[src/indexed_list_engine_macros.svh]
// Assertion macros shared by the indexed list engine RTL.
`ifndef INDEXED_LIST_ENGINE_MACROS_SVH
`define INDEXED_LIST_ENGINE_MACROS_SVH

`ifndef SYNTH

// Same-cycle implication, checked out of reset.
`define ILST_ASSERT_IMP(label, clk, rst_n, ante, cons) \
    label: assert property (@(posedge clk) disable iff (!rst_n) (ante) |-> (cons)) \
        else $error("ilst assertion failed");

// Next-cycle implication, checked out of reset.
`define ILST_ASSERT_NXT(label, clk, rst_n, ante, cons) \
    label: assert property (@(posedge clk) disable iff (!rst_n) (ante) |=> (cons)) \
        else $error("ilst assertion failed");

`else

`define ILST_ASSERT_IMP(label, clk, rst_n, ante, cons)
`define ILST_ASSERT_NXT(label, clk, rst_n, ante, cons)

`endif

`endif

[src/ilst_pkg.sv]
// Types, constants and codes of the indexed list engine.
package ilst_pkg;

    localparam int DEPTH  = 16;
    localparam int IDX_W  = $clog2(DEPTH);
    localparam int CNT_W  = $clog2(DEPTH + 1);
    localparam int VAL_W  = 32;
    localparam int POS_W  = 4;
    localparam int LEN_W  = 5;
    localparam int STAT_W = 3;
    localparam int TYPE_W = 4;
    localparam int CMP_W  = (CNT_W > POS_W) ? CNT_W + 1 : POS_W + 1;

    typedef enum logic [TYPE_W-1:0] {
        REQ_PUSH_FRONT  = 4'd0,
        REQ_PUSH_BACK   = 4'd1,
        REQ_INS_AFTER   = 4'd2,
        REQ_INS_BEFORE  = 4'd3,
        REQ_POP_FRONT   = 4'd4,
        REQ_POP_BACK    = 4'd5,
        REQ_REMOVE_AT   = 4'd6,
        REQ_FIND        = 4'd7,
        REQ_DUMP        = 4'd8
    } ilst_req_e;

    typedef enum logic [STAT_W-1:0] {
        ST_OK        = 3'd0,
        ST_EMPTY     = 3'd1,
        ST_FULL      = 3'd2,
        ST_RANGE     = 3'd3,
        ST_NOTFOUND  = 3'd4
    } ilst_status_e;

    typedef struct packed {
        logic [TYPE_W-1:0]       req_type;
        logic signed [VAL_W-1:0] value;
        logic [POS_W-1:0]        position;
    } ilst_req_t;

    typedef struct packed {
        logic [STAT_W-1:0]       status;
        logic signed [VAL_W-1:0] item_value;
        logic [POS_W-1:0]        item_position;
        logic [LEN_W-1:0]        length;
        logic                    last;
    } ilst_rsp_t;

    // Broadcast to every cell of the chain.
    typedef struct packed {
        logic                    ins;
        logic                    rem;
        logic [IDX_W-1:0]        pos;
        logic signed [VAL_W-1:0] value;
    } ilst_cmd_t;

    // Scan unit status toward the control logic.
    typedef struct packed {
        logic             busy;
        logic [IDX_W-1:0] idx;
        logic             last;
    } ilst_pick_t;

endpackage

[src/ilst_req_if.sv]
// Request channel: valid/ready handshake carrying one list request.
interface ilst_req_if;
    import ilst_pkg::*;

    logic      valid;
    logic      ready;
    ilst_req_t data;

    modport source (output valid, output data, input ready);
    modport sink (input valid, input data, output ready);
endinterface

[src/ilst_rsp_if.sv]
// Response channel: valid/ready handshake carrying one list result.
interface ilst_rsp_if;
    import ilst_pkg::*;

    logic      valid;
    logic      ready;
    ilst_rsp_t data;

    modport source (output valid, output data, input ready);
    modport sink (input valid, input data, output ready);
endinterface

[src/ilst_cell.sv]
// One list element: shifts toward its neighbors on insert and remove.
module ilst_cell (
    input  logic                           clk,
    input  logic [ilst_pkg::IDX_W-1:0]     idx,
    input  ilst_pkg::ilst_cmd_t            cmd,
    input  logic signed [ilst_pkg::VAL_W-1:0] left,
    input  logic signed [ilst_pkg::VAL_W-1:0] right,
    output logic signed [ilst_pkg::VAL_W-1:0] data,
    output logic                           match
);
    import ilst_pkg::*;

    logic signed [VAL_W-1:0] data_reg;
    logic signed [VAL_W-1:0] data_next;

    always_comb
    begin
        data_next = data_reg;
        if (cmd.ins)
        begin
            if (idx > cmd.pos)
            begin
                data_next = left;
            end
            else if (idx == cmd.pos)
            begin
                data_next = cmd.value;
            end
        end
        else if (cmd.rem && (idx >= cmd.pos))
        begin
            data_next = right;
        end
    end

    always_ff @(posedge clk)
    begin
        data_reg <= data_next;
    end

    assign data  = data_reg;
    assign match = (data_reg == cmd.value);
endmodule

[src/ilst_scan.sv]
// Result scanner: walks a position mask front first, one position per advance.
module ilst_scan (
    input  logic                        clk,
    input  logic                        rst_n,
    input  logic                        load,
    input  logic [ilst_pkg::DEPTH-1:0]  load_mask,
    input  logic                        advance,
    output ilst_pkg::ilst_pick_t        pick
);
    import ilst_pkg::*;

    logic [DEPTH-1:0] mask_reg;
    logic [DEPTH-1:0] mask_next;
    logic [DEPTH-1:0] sel;
    logic [DEPTH-1:0] rest;
    logic [IDX_W-1:0] idx;
    logic             found;

    // lowest set bit
    always_comb
    begin
        sel   = '0;
        idx   = '0;
        found = 1'b0;
        for (int i = 0; i < DEPTH; i++)
        begin
            if (mask_reg[i] && !found)
            begin
                sel[i] = 1'b1;
                idx    = IDX_W'(i);
                found  = 1'b1;
            end
        end
    end

    assign rest = mask_reg & ~sel;

    always_comb
    begin
        mask_next = mask_reg;
        if (load)
        begin
            mask_next = load_mask;
        end
        else if (advance)
        begin
            mask_next = rest;
        end
    end

    always_ff @(posedge clk or negedge rst_n)
    begin
        if (!rst_n)
        begin
            mask_reg <= '0;
        end
        else
        begin
            mask_reg <= mask_next;
        end
    end

    assign pick.busy = found;
    assign pick.idx  = idx;
    assign pick.last = (rest == '0);
endmodule

[src/indexed_list_engine.sv]
// Top level of the indexed list engine: request decode, cell chain and result register.
// Ordered list of up to DEPTH signed 32-bit values kept in a chain of cells, position 0
// at the front. Inserts and removals are decoded and applied in the cycle the request
// transfers, the cells from the target position back shifting by one cell in that cycle,
// and the single result is loaded into the output register at the same edge. Find and
// dump that have results load a position mask into the scanner and then emit one result
// per cycle while the sink is ready, through the single output register, front first,
// up to DEPTH results. A new request is taken only once the previous one has loaded its
// last result and the output register is free or being drained. Request types 9 to 15
// are taken and produce no result.
`include "indexed_list_engine_macros.svh"

module indexed_list_engine (
    input  logic        clk,
    input  logic        rst_n,
    ilst_req_if.sink    req,
    ilst_rsp_if.source  rsp
);
    import ilst_pkg::*;

    typedef enum logic [1:0] {
        S_IDLE = 2'b01,
        S_SCAN = 2'b10
    } state_t;

    state_t              state_reg;
    state_t              state_next;
    logic [CNT_W-1:0]    count_reg;
    logic [CNT_W-1:0]    count_next;
    logic                rsp_valid_reg;
    logic                rsp_valid_next;
    ilst_rsp_t           rsp_data_reg;
    ilst_rsp_t           rsp_data_next;

    logic                req_fire;
    logic                can_load;
    logic                load_scan;
    logic                empty;
    logic                full;
    logic                pos_ok;
    logic                do_ins;
    logic                do_rem;
    logic                emit;
    logic                start_scan;
    logic [IDX_W-1:0]    p;
    ilst_status_e        st;
    logic [DEPTH-1:0]    below;
    logic [DEPTH-1:0]    match;
    logic [DEPTH-1:0]    scan_mask;
    logic [IDX_W-1:0]    rd_idx;
    logic signed [VAL_W-1:0] rd_data;
    logic signed [VAL_W-1:0] cell_data [DEPTH];
    ilst_cmd_t           cmd;
    ilst_pick_t          pick;
    ilst_rsp_t           single_rsp;

    assign can_load  = !rsp_valid_reg || rsp.ready;
    assign req.ready = (state_reg == S_IDLE) && can_load;
    assign req_fire  = req.valid && req.ready;
    assign load_scan = (state_reg == S_SCAN) && can_load;

    assign empty  = (count_reg == '0);
    assign full   = (count_reg == CNT_W'(DEPTH));
    assign pos_ok = (CMP_W'(req.data.position) < CMP_W'(count_reg));

    always_comb
    begin
        for (int i = 0; i < DEPTH; i++)
        begin
            below[i] = (CMP_W'(i) < CMP_W'(count_reg));
        end
    end

    // request decode
    always_comb
    begin
        do_ins     = 1'b0;
        do_rem     = 1'b0;
        emit       = 1'b0;
        start_scan = 1'b0;
        p          = '0;
        st         = ST_OK;
        scan_mask  = below;
        unique case (req.data.req_type) inside
            REQ_PUSH_FRONT, REQ_PUSH_BACK, REQ_INS_AFTER, REQ_INS_BEFORE:
            begin
                emit = 1'b1;
                if ((req.data.req_type == REQ_INS_AFTER ||
                     req.data.req_type == REQ_INS_BEFORE) && empty)
                begin
                    st = ST_EMPTY;
                end
                else if (full)
                begin
                    st = ST_FULL;
                end
                else if ((req.data.req_type == REQ_INS_AFTER ||
                          req.data.req_type == REQ_INS_BEFORE) && !pos_ok)
                begin
                    st = ST_RANGE;
                end
                else
                begin
                    do_ins = 1'b1;
                    if (req.data.req_type == REQ_PUSH_BACK)
                    begin
                        p = IDX_W'(count_reg);
                    end
                    else if (req.data.req_type == REQ_INS_AFTER)
                    begin
                        p = IDX_W'(req.data.position) + IDX_W'(1);
                    end
                    else if (req.data.req_type == REQ_INS_BEFORE)
                    begin
                        p = IDX_W'(req.data.position);
                    end
                end
            end
            REQ_POP_FRONT, REQ_POP_BACK, REQ_REMOVE_AT:
            begin
                emit = 1'b1;
                if (empty)
                begin
                    st = ST_EMPTY;
                end
                else if (req.data.req_type == REQ_REMOVE_AT && !pos_ok)
                begin
                    st = ST_RANGE;
                end
                else
                begin
                    do_rem = 1'b1;
                    if (req.data.req_type == REQ_POP_BACK)
                    begin
                        p = IDX_W'(count_reg - CNT_W'(1));
                    end
                    else if (req.data.req_type == REQ_REMOVE_AT)
                    begin
                        p = IDX_W'(req.data.position);
                    end
                end
            end
            REQ_FIND, REQ_DUMP:
            begin
                if (req.data.req_type == REQ_FIND)
                begin
                    scan_mask = below & match;
                end
                if (empty)
                begin
                    emit = 1'b1;
                    st   = ST_EMPTY;
                end
                else if (scan_mask == '0)
                begin
                    emit = 1'b1;
                    st   = ST_NOTFOUND;
                end
                else
                begin
                    start_scan = 1'b1;
                end
            end
            default:
            begin
                emit = 1'b0;
            end
        endcase
    end

    assign cmd.ins   = req_fire && do_ins;
    assign cmd.rem   = req_fire && do_rem;
    assign cmd.pos   = p;
    assign cmd.value = req.data.value;

    // cell chain: each cell sees its front and back neighbors
    for (genvar g = 0; g < DEPTH; g++)
    begin : g_cell
        logic signed [VAL_W-1:0] left_w;
        logic signed [VAL_W-1:0] right_w;

        if (g == 0)
        begin : g_front
            assign left_w = cell_data[g];
        end
        else
        begin : g_mid_l
            assign left_w = cell_data[g-1];
        end

        if (g == DEPTH - 1)
        begin : g_back
            assign right_w = cell_data[g];
        end
        else
        begin : g_mid_r
            assign right_w = cell_data[g+1];
        end

        ilst_cell u_cell (
            .clk   (clk),
            .idx   (IDX_W'(g)),
            .cmd   (cmd),
            .left  (left_w),
            .right (right_w),
            .data  (cell_data[g]),
            .match (match[g])
        );
    end

    ilst_scan u_scan (
        .clk       (clk),
        .rst_n     (rst_n),
        .load      (req_fire && start_scan),
        .load_mask (scan_mask),
        .advance   (load_scan),
        .pick      (pick)
    );

    // single read port: scan position while scanning, removal position otherwise
    assign rd_idx  = (state_reg == S_SCAN) ? pick.idx : p;
    assign rd_data = cell_data[rd_idx];

    always_comb
    begin
        count_next = count_reg;
        if (cmd.ins)
        begin
            count_next = count_reg + CNT_W'(1);
        end
        else if (cmd.rem)
        begin
            count_next = count_reg - CNT_W'(1);
        end
    end

    always_comb
    begin
        single_rsp.status        = st;
        single_rsp.item_value    = do_ins ? req.data.value : (do_rem ? rd_data : '0);
        single_rsp.item_position = (do_ins || do_rem) ? POS_W'(p) : '0;
        single_rsp.length        = LEN_W'(count_next);
        single_rsp.last          = 1'b1;
    end

    always_comb
    begin
        state_next     = state_reg;
        rsp_valid_next = rsp_valid_reg;
        rsp_data_next  = rsp_data_reg;
        if (rsp_valid_reg && rsp.ready)
        begin
            rsp_valid_next = 1'b0;
        end
        unique case (state_reg)
            S_IDLE:
            begin
                if (req_fire && emit)
                begin
                    rsp_valid_next = 1'b1;
                    rsp_data_next  = single_rsp;
                end
                if (req_fire && start_scan)
                begin
                    state_next = S_SCAN;
                end
            end
            S_SCAN:
            begin
                if (load_scan)
                begin
                    rsp_valid_next              = 1'b1;
                    rsp_data_next.status        = ST_OK;
                    rsp_data_next.item_value    = rd_data;
                    rsp_data_next.item_position = POS_W'(pick.idx);
                    rsp_data_next.length        = LEN_W'(count_reg);
                    rsp_data_next.last          = pick.last;
                    if (pick.last)
                    begin
                        state_next = S_IDLE;
                    end
                end
            end
            default:
            begin
                state_next = S_IDLE;
            end
        endcase
    end

    always_ff @(posedge clk or negedge rst_n)
    begin
        if (!rst_n)
        begin
            state_reg     <= S_IDLE;
            count_reg     <= '0;
            rsp_valid_reg <= 1'b0;
        end
        else
        begin
            state_reg     <= state_next;
            count_reg     <= count_next;
            rsp_valid_reg <= rsp_valid_next;
        end
    end

    always_ff @(posedge clk)
    begin
        rsp_data_reg <= rsp_data_next;
    end

    assign rsp.valid = rsp_valid_reg;
    assign rsp.data  = rsp_data_reg;

    `ILST_ASSERT_IMP(a_count_bound, clk, rst_n, 1'b1, count_reg <= CNT_W'(DEPTH))
    `ILST_ASSERT_IMP(a_scan_has_work, clk, rst_n, state_reg == S_SCAN, pick.busy)
    `ILST_ASSERT_NXT(a_scan_ends, clk, rst_n, load_scan && pick.last, state_reg == S_IDLE)
    `ILST_ASSERT_NXT(a_count_holds, clk, rst_n, !req_fire, $stable(count_reg))
endmodule

[src/flat_wrapper.sv]
// flat-port wrapper written by rule: the top's interface ports become plain ports
module indexed_list_engine_flat import ilst_pkg::*;
  (clk, rst_n, req_valid, req_data, req_ready, rsp_valid, rsp_data, rsp_ready);
  ilst_req_if req_i ();
  ilst_rsp_if rsp_i ();
  input  logic clk;
  input  logic rst_n;
  input wire logic [$bits(req_i.valid)-1:0] req_valid;
  input wire logic [$bits(req_i.data)-1:0] req_data;
  output wire logic [$bits(req_i.ready)-1:0] req_ready;
  output wire logic [$bits(rsp_i.valid)-1:0] rsp_valid;
  output wire logic [$bits(rsp_i.data)-1:0] rsp_data;
  input wire logic [$bits(rsp_i.ready)-1:0] rsp_ready;
  assign req_i.valid = req_valid;
  assign req_i.data = req_data;
  assign req_ready = req_i.ready;
  assign rsp_valid = rsp_i.valid;
  assign rsp_data = rsp_i.data;
  assign rsp_i.ready = rsp_ready;
  indexed_list_engine u_core (.clk(clk), .rst_n(rst_n), .req(req_i), .rsp(rsp_i));
endmodule
[config.mk]
export PLATFORM = sky130hd
export DESIGN_NAME = indexed_list_engine_flat
export DESIGN_NICKNAME = d
export VERILOG_FILES = /design/src/ilst_pkg.sv /design/src/ilst_req_if.sv /design/src/ilst_rsp_if.sv /design/src/ilst_cell.sv /design/src/ilst_scan.sv /design/src/indexed_list_engine.sv /design/src/flat_wrapper.sv
export VERILOG_INCLUDE_DIRS = /design/src /design/src/src
export SDC_FILE = /design/constraint.sdc
export NUM_CORES = 2
export LEC_CHECK = 0
export ABC_AREA = 1
export BUFFER_PORTS_ARGS = -buffer_cell sky130_fd_sc_hd__buf_2
export CORE_MARGIN = 2
export CORE_UTILIZATION = 45
export DETAILED_ROUTE_END_ITERATION = 7
export HOLD_SLACK_MARGIN = 0.1
export PLACE_DENSITY = 0.64
export SLEW_MARGIN = 10
export SYNTH_ARGS = -nofsm -noshare
export SYNTH_HDL_FRONTEND = slang
export SYNTH_SLANG_ARGS = --single-unit
[constraint.sdc]
create_clock -name clk -period 11.2 [get_ports clk]
set_input_delay 1.68 -clock clk [delete_from_list [all_inputs] [get_ports clk]]
set_output_delay 1.68 -clock clk [all_outputs]
set_load 0.02 [all_outputs]
==> impl_summary.md <==
Global routing
The global-route wire length before repair is approximately 260000 microns. The number of antenna violations at the first check in global routing is 12. Entering global routing, the biggest net connects 216 pins. The total overflow reported by the global router is 0. For this run, the total global-route usage over all layers was measured as a little over a third. The number of global-route vias before repair is approximately 38000.

Power and ir drop
The total chip power is roughly 9 mW. The leakage power total is 17.1 nW. The clock network is responsible for 25.9% of the overall power. Net switching is a little over two fifths of the power. The share of total power dissipated in combinational logic is 34.7%. The switching power is 3.70 mW. The sequential group share of total power is between 30% and 40%.

The internal power of the cells totals roughly 5 mW. VDD sags by at most 0.000153 V. The total power density per cell area is about 200 nW/um^2.

Timing
Setup violations remaining at the end of the flow were counted as 0. Based on the critical path, the design can be clocked at up to 169 MHz. After layout, the worst path uses 52.7% of the clock period. Summed over all failing endpoints, the final setup total negative slack is 0 ps. Setup repair after global routing left no endpoint under its margin. At the pin with the least slew margin, the transition time is roughly 1300 ps. The headroom to the max-slew limit is between 10% and 20%. The post-layout minimum cycle time is ~5900 ps. The final hold violation count is 0. The clock skew is between 40 and 50 ps. After layout, the worst setup slack is 5300 ps. The number of max-slew violations in the final report came to 0.

Drt
The per-cell via count in the routed design is ~6.5. The via count is between 40000 and 50000. In the final routed layout, each cell accounts on average for 27.4 microns. The residual DRC count is 0.

The routed design has roughly 180000 microns of wire. For this run, the detailed router's first-pass iteration total came to 8. In this run the remaining antenna-violating nets after routing total 0.

The number of DRC markers in iteration 0 is approximately 7800.

Worst setup path
At the worst endpoint, the arrival time is 6420 ps. In this design, the stage delay of the slowest critical-path cell is between 900 and 1000 ps. The element type at the critical path start is an input pin. The top cell family by delay on the critical path is buffers and inverters. The worst-path maximum fanout is 94. Among all stages on the critical path, the largest delay is contributed by sky130_fd_sc_hd__buf_4. The critical path goes through buf_2 > ha_1 > nand2_2 > nor2_1 > o21ai_2 > o211ai_2 > nand2_1 > o21ai_2 > nor2_4 > nand2_2 > nand2_4 > inv_2 > nand2_8 > buf_4 > buf_4 > nand3_1 > nand3_1 > nand3_1 > nand3_1 > nand2_1 > a21oi_1. The most frequent cell on the critical path is sky130_fd_sc_hd__nand3_1. The required time at the endpoint of the critical path is 11720 ps.

The number of buffer and inverter instances along the worst setup path is 4. The type of element capturing the critical path is a flop. The setup path with the least slack is of type in -> reg.

Clock network
The root buffer selected by CTS is sky130_fd_sc_hd__clkbuf_16. The clock drives between 500 and 600 sinks. The CTS tree is done. The number of post-CTS setup repair buffers is 0. The post-cts repair resize count is 0. Hold repair after CTS inserted 0 buffers. The CTS buffer count is 72. In this run the number of H-tree levels came out at 3. The clock passes through at most 3 buffers. The post-CTS clock slew at the launch and capture registers of the worst setup and hold paths is 60 ps. The clock insertion delay at the later pin of the skew report is 670 ps.

Floorplan
The x dimension of the die is roughly 310 microns. The floorplan has roughly 110 rows. The die area is 94500 sq um. The starting density of the core is 45.3%. In this run the vertical extent of the chip is between 300 and 400 microns. The standard cell core area is between 90000 and 100000 sq um.

The boundary pin count is 91.

Min path
In this run the worst hold path is classified as reg -> reg.

Logic synthesis
The cell count after synthesis is ~5500. The number of enable-type register cells in the synthesized netlist is about 560. The cell type with the largest total area after synthesis is sky130_fd_sc_hd__edfxtp_1.

The synthesized design contains between 500 and 600 register bits. The post-synth design cell area is about 41000 sq um. After synthesis, the netlist uses 45 different library cells.

By area the synthesized netlist is led by sky130_fd_sc_hd__edfxtp_1 (40%), sky130_fd_sc_hd__nand2_1 (11%), sky130_fd_sc_hd__o21ai_0 (9.9%), sky130_fd_sc_hd__nand3_1 (9.2%), sky130_fd_sc_hd__xnor2_1 (4.5%). In the synthesized netlist the async set-or-reset flop fraction comes to 4.13%. The most used flip-flop cell after synthesis is sky130_fd_sc_hd__edfxtp_1.

For this run, the register share of the synthesized area comes to between 40% and 50%. After synthesis, the largest area contributor takes up 40.4% of total cell area. The number of nets handed over by synthesis was 5582. Averaged over all synthesized cells, the footprint is 7.49 sq um. The Yosys warning count is 0.

Finish
The register with the most flip-flops in the layout has ~500 of them. The number of nets at the end of the flow is 5327. At the end of the flow the core is filled with cells to ~48%.

The library cell used most frequently in the layout, excluding fill and tap cells, is sky130_fd_sc_hd__nand2_1. Cells with a size suffix above 1 make up under 10% of the layout. The layout has slightly above 9000 filler cells. The area of all sequential standard cells is around 17000 sq um. The area growth from synthesis to layout is 6.53%. The library cells used most frequently in the layout, excluding fill and tap cells, are sky130_fd_sc_hd__nand2_1 (1171), sky130_fd_sc_hd__o21ai_0 (822), sky130_fd_sc_hd__nand3_1 (760).

The area used by multi-input combinational logic is slightly above 20000 sq um.

Status
The flow ran to the end, and the final reports show no timing, DRC or antenna violations.

Place
The worst-case setup slack after placement is between 4000 and 5000 ps. Routability-driven placement finished with a final weighted congestion of roughly 1.0. In this run the tool buffered the top-level ports with 90 buffer cells.

The half-perimeter wire length after placement is 115000 microns.

Job
The max-cap violation count is 0.
==> final timing paths <==
path | cells past startpoint | start | slack, ps | to
max in group asynchronous | 1 | rst_n | 9740 | u_core.count_reg[2]
min | 2 | u_core.state_reg[0] | 520 | u_core.state_reg[0]
min in group asynchronous | 1 | rst_n | 1040 | u_core.u_scan.mask_reg[5]
max reg2reg | 19 | u_core.count_reg[2] | 5590 | u_core.rsp.data[23]
min reg2reg | 2 | u_core.state_reg[0] | 520 | u_core.state_reg[0]
max | 21 | req_data[3] | 5300 | u_core.rsp.data[23]
==> worst register-to-register path, delay by kind of cell, from the launching register on <==
kind,cells,cell delay [ps]
compound gates,4,500
buf+inv,4,2230
flops,1,580
fa+ha+maj,1,350
simple gates,10,1830
==> stage by stage <==
step	area (sq um)	instances	hold WS (ps)
floorplan	41400	5529	474
global placement	42000	6386	503
detailed placement	42000	6386	512
CTS	44100	6514	520
global route	44100	6514	546
finish	44100	6517	518
==> area by class of cell <==
type                            instances  share of cell area (%)
Antenna cell                            3                  0.0170
Clock buffer                           89                    4.32
Clock inverter                         39                   0.550
Inverter                              424                    3.62
Multi-Input combinational cell       4039                    46.6
Sequential cell                       581                    39.3
Tap cell                             1186                    3.36
Timing Repair Buffer                  156                    2.26
==> kinds of logic after synthesis <==
logic type / after synthesis / share of synthesized area [%]
AND/OR/NAND/NOR: 2404 / 25.7
AO/OA/AOI/OAI: 1366 / 17.6
buffers and inverters: 909 / 9.10
flip-flops: 581 / 41.8
XOR/XNOR: 260 / 5.50
adder cells (fa/ha/maj): 9 / 0.272
==> power by group through the flow <==
stage          logic [mW]  registers, mW  clock network [mW]
2_1_floorplan        1.86           3.38                   0
3_3_place_gp         2.88           3.47                   0
3_5_place_dp         2.92           3.46                   0
4_1_cts              2.93           3.42                2.26
5_1_grt              3.24           3.48                2.33
6_report             3.04           3.45                2.27
==> synth_stat cells, drive strengths merged, types with 32 or more instances <==
library cell	n
nand4	146
nor3	32
o21ai	855
o22ai	32
clkbuf	208
xor2	47
xnor2	213
nand3	763
a21oi	361
o2111ai	34
nor2	218
o211ai	34
nand2	1190
edfxtp	557
inv	412
o221ai	42
buf	277
==> metal layers <==
layer  up-vias  global-route usage, %  share of wire (%)  routed length, microns
met5         -                      0              0.027                      48
met4         8                   19.3                5.8                   10400
met3       551                   11.1                 15                   26800
met2      3291                   51.4                 41                   73000
met1     19600                   50.4                 38                   68400
li1      18600                      -                  -                       -
Note: power is estimated with default switching activity, not from simulation.
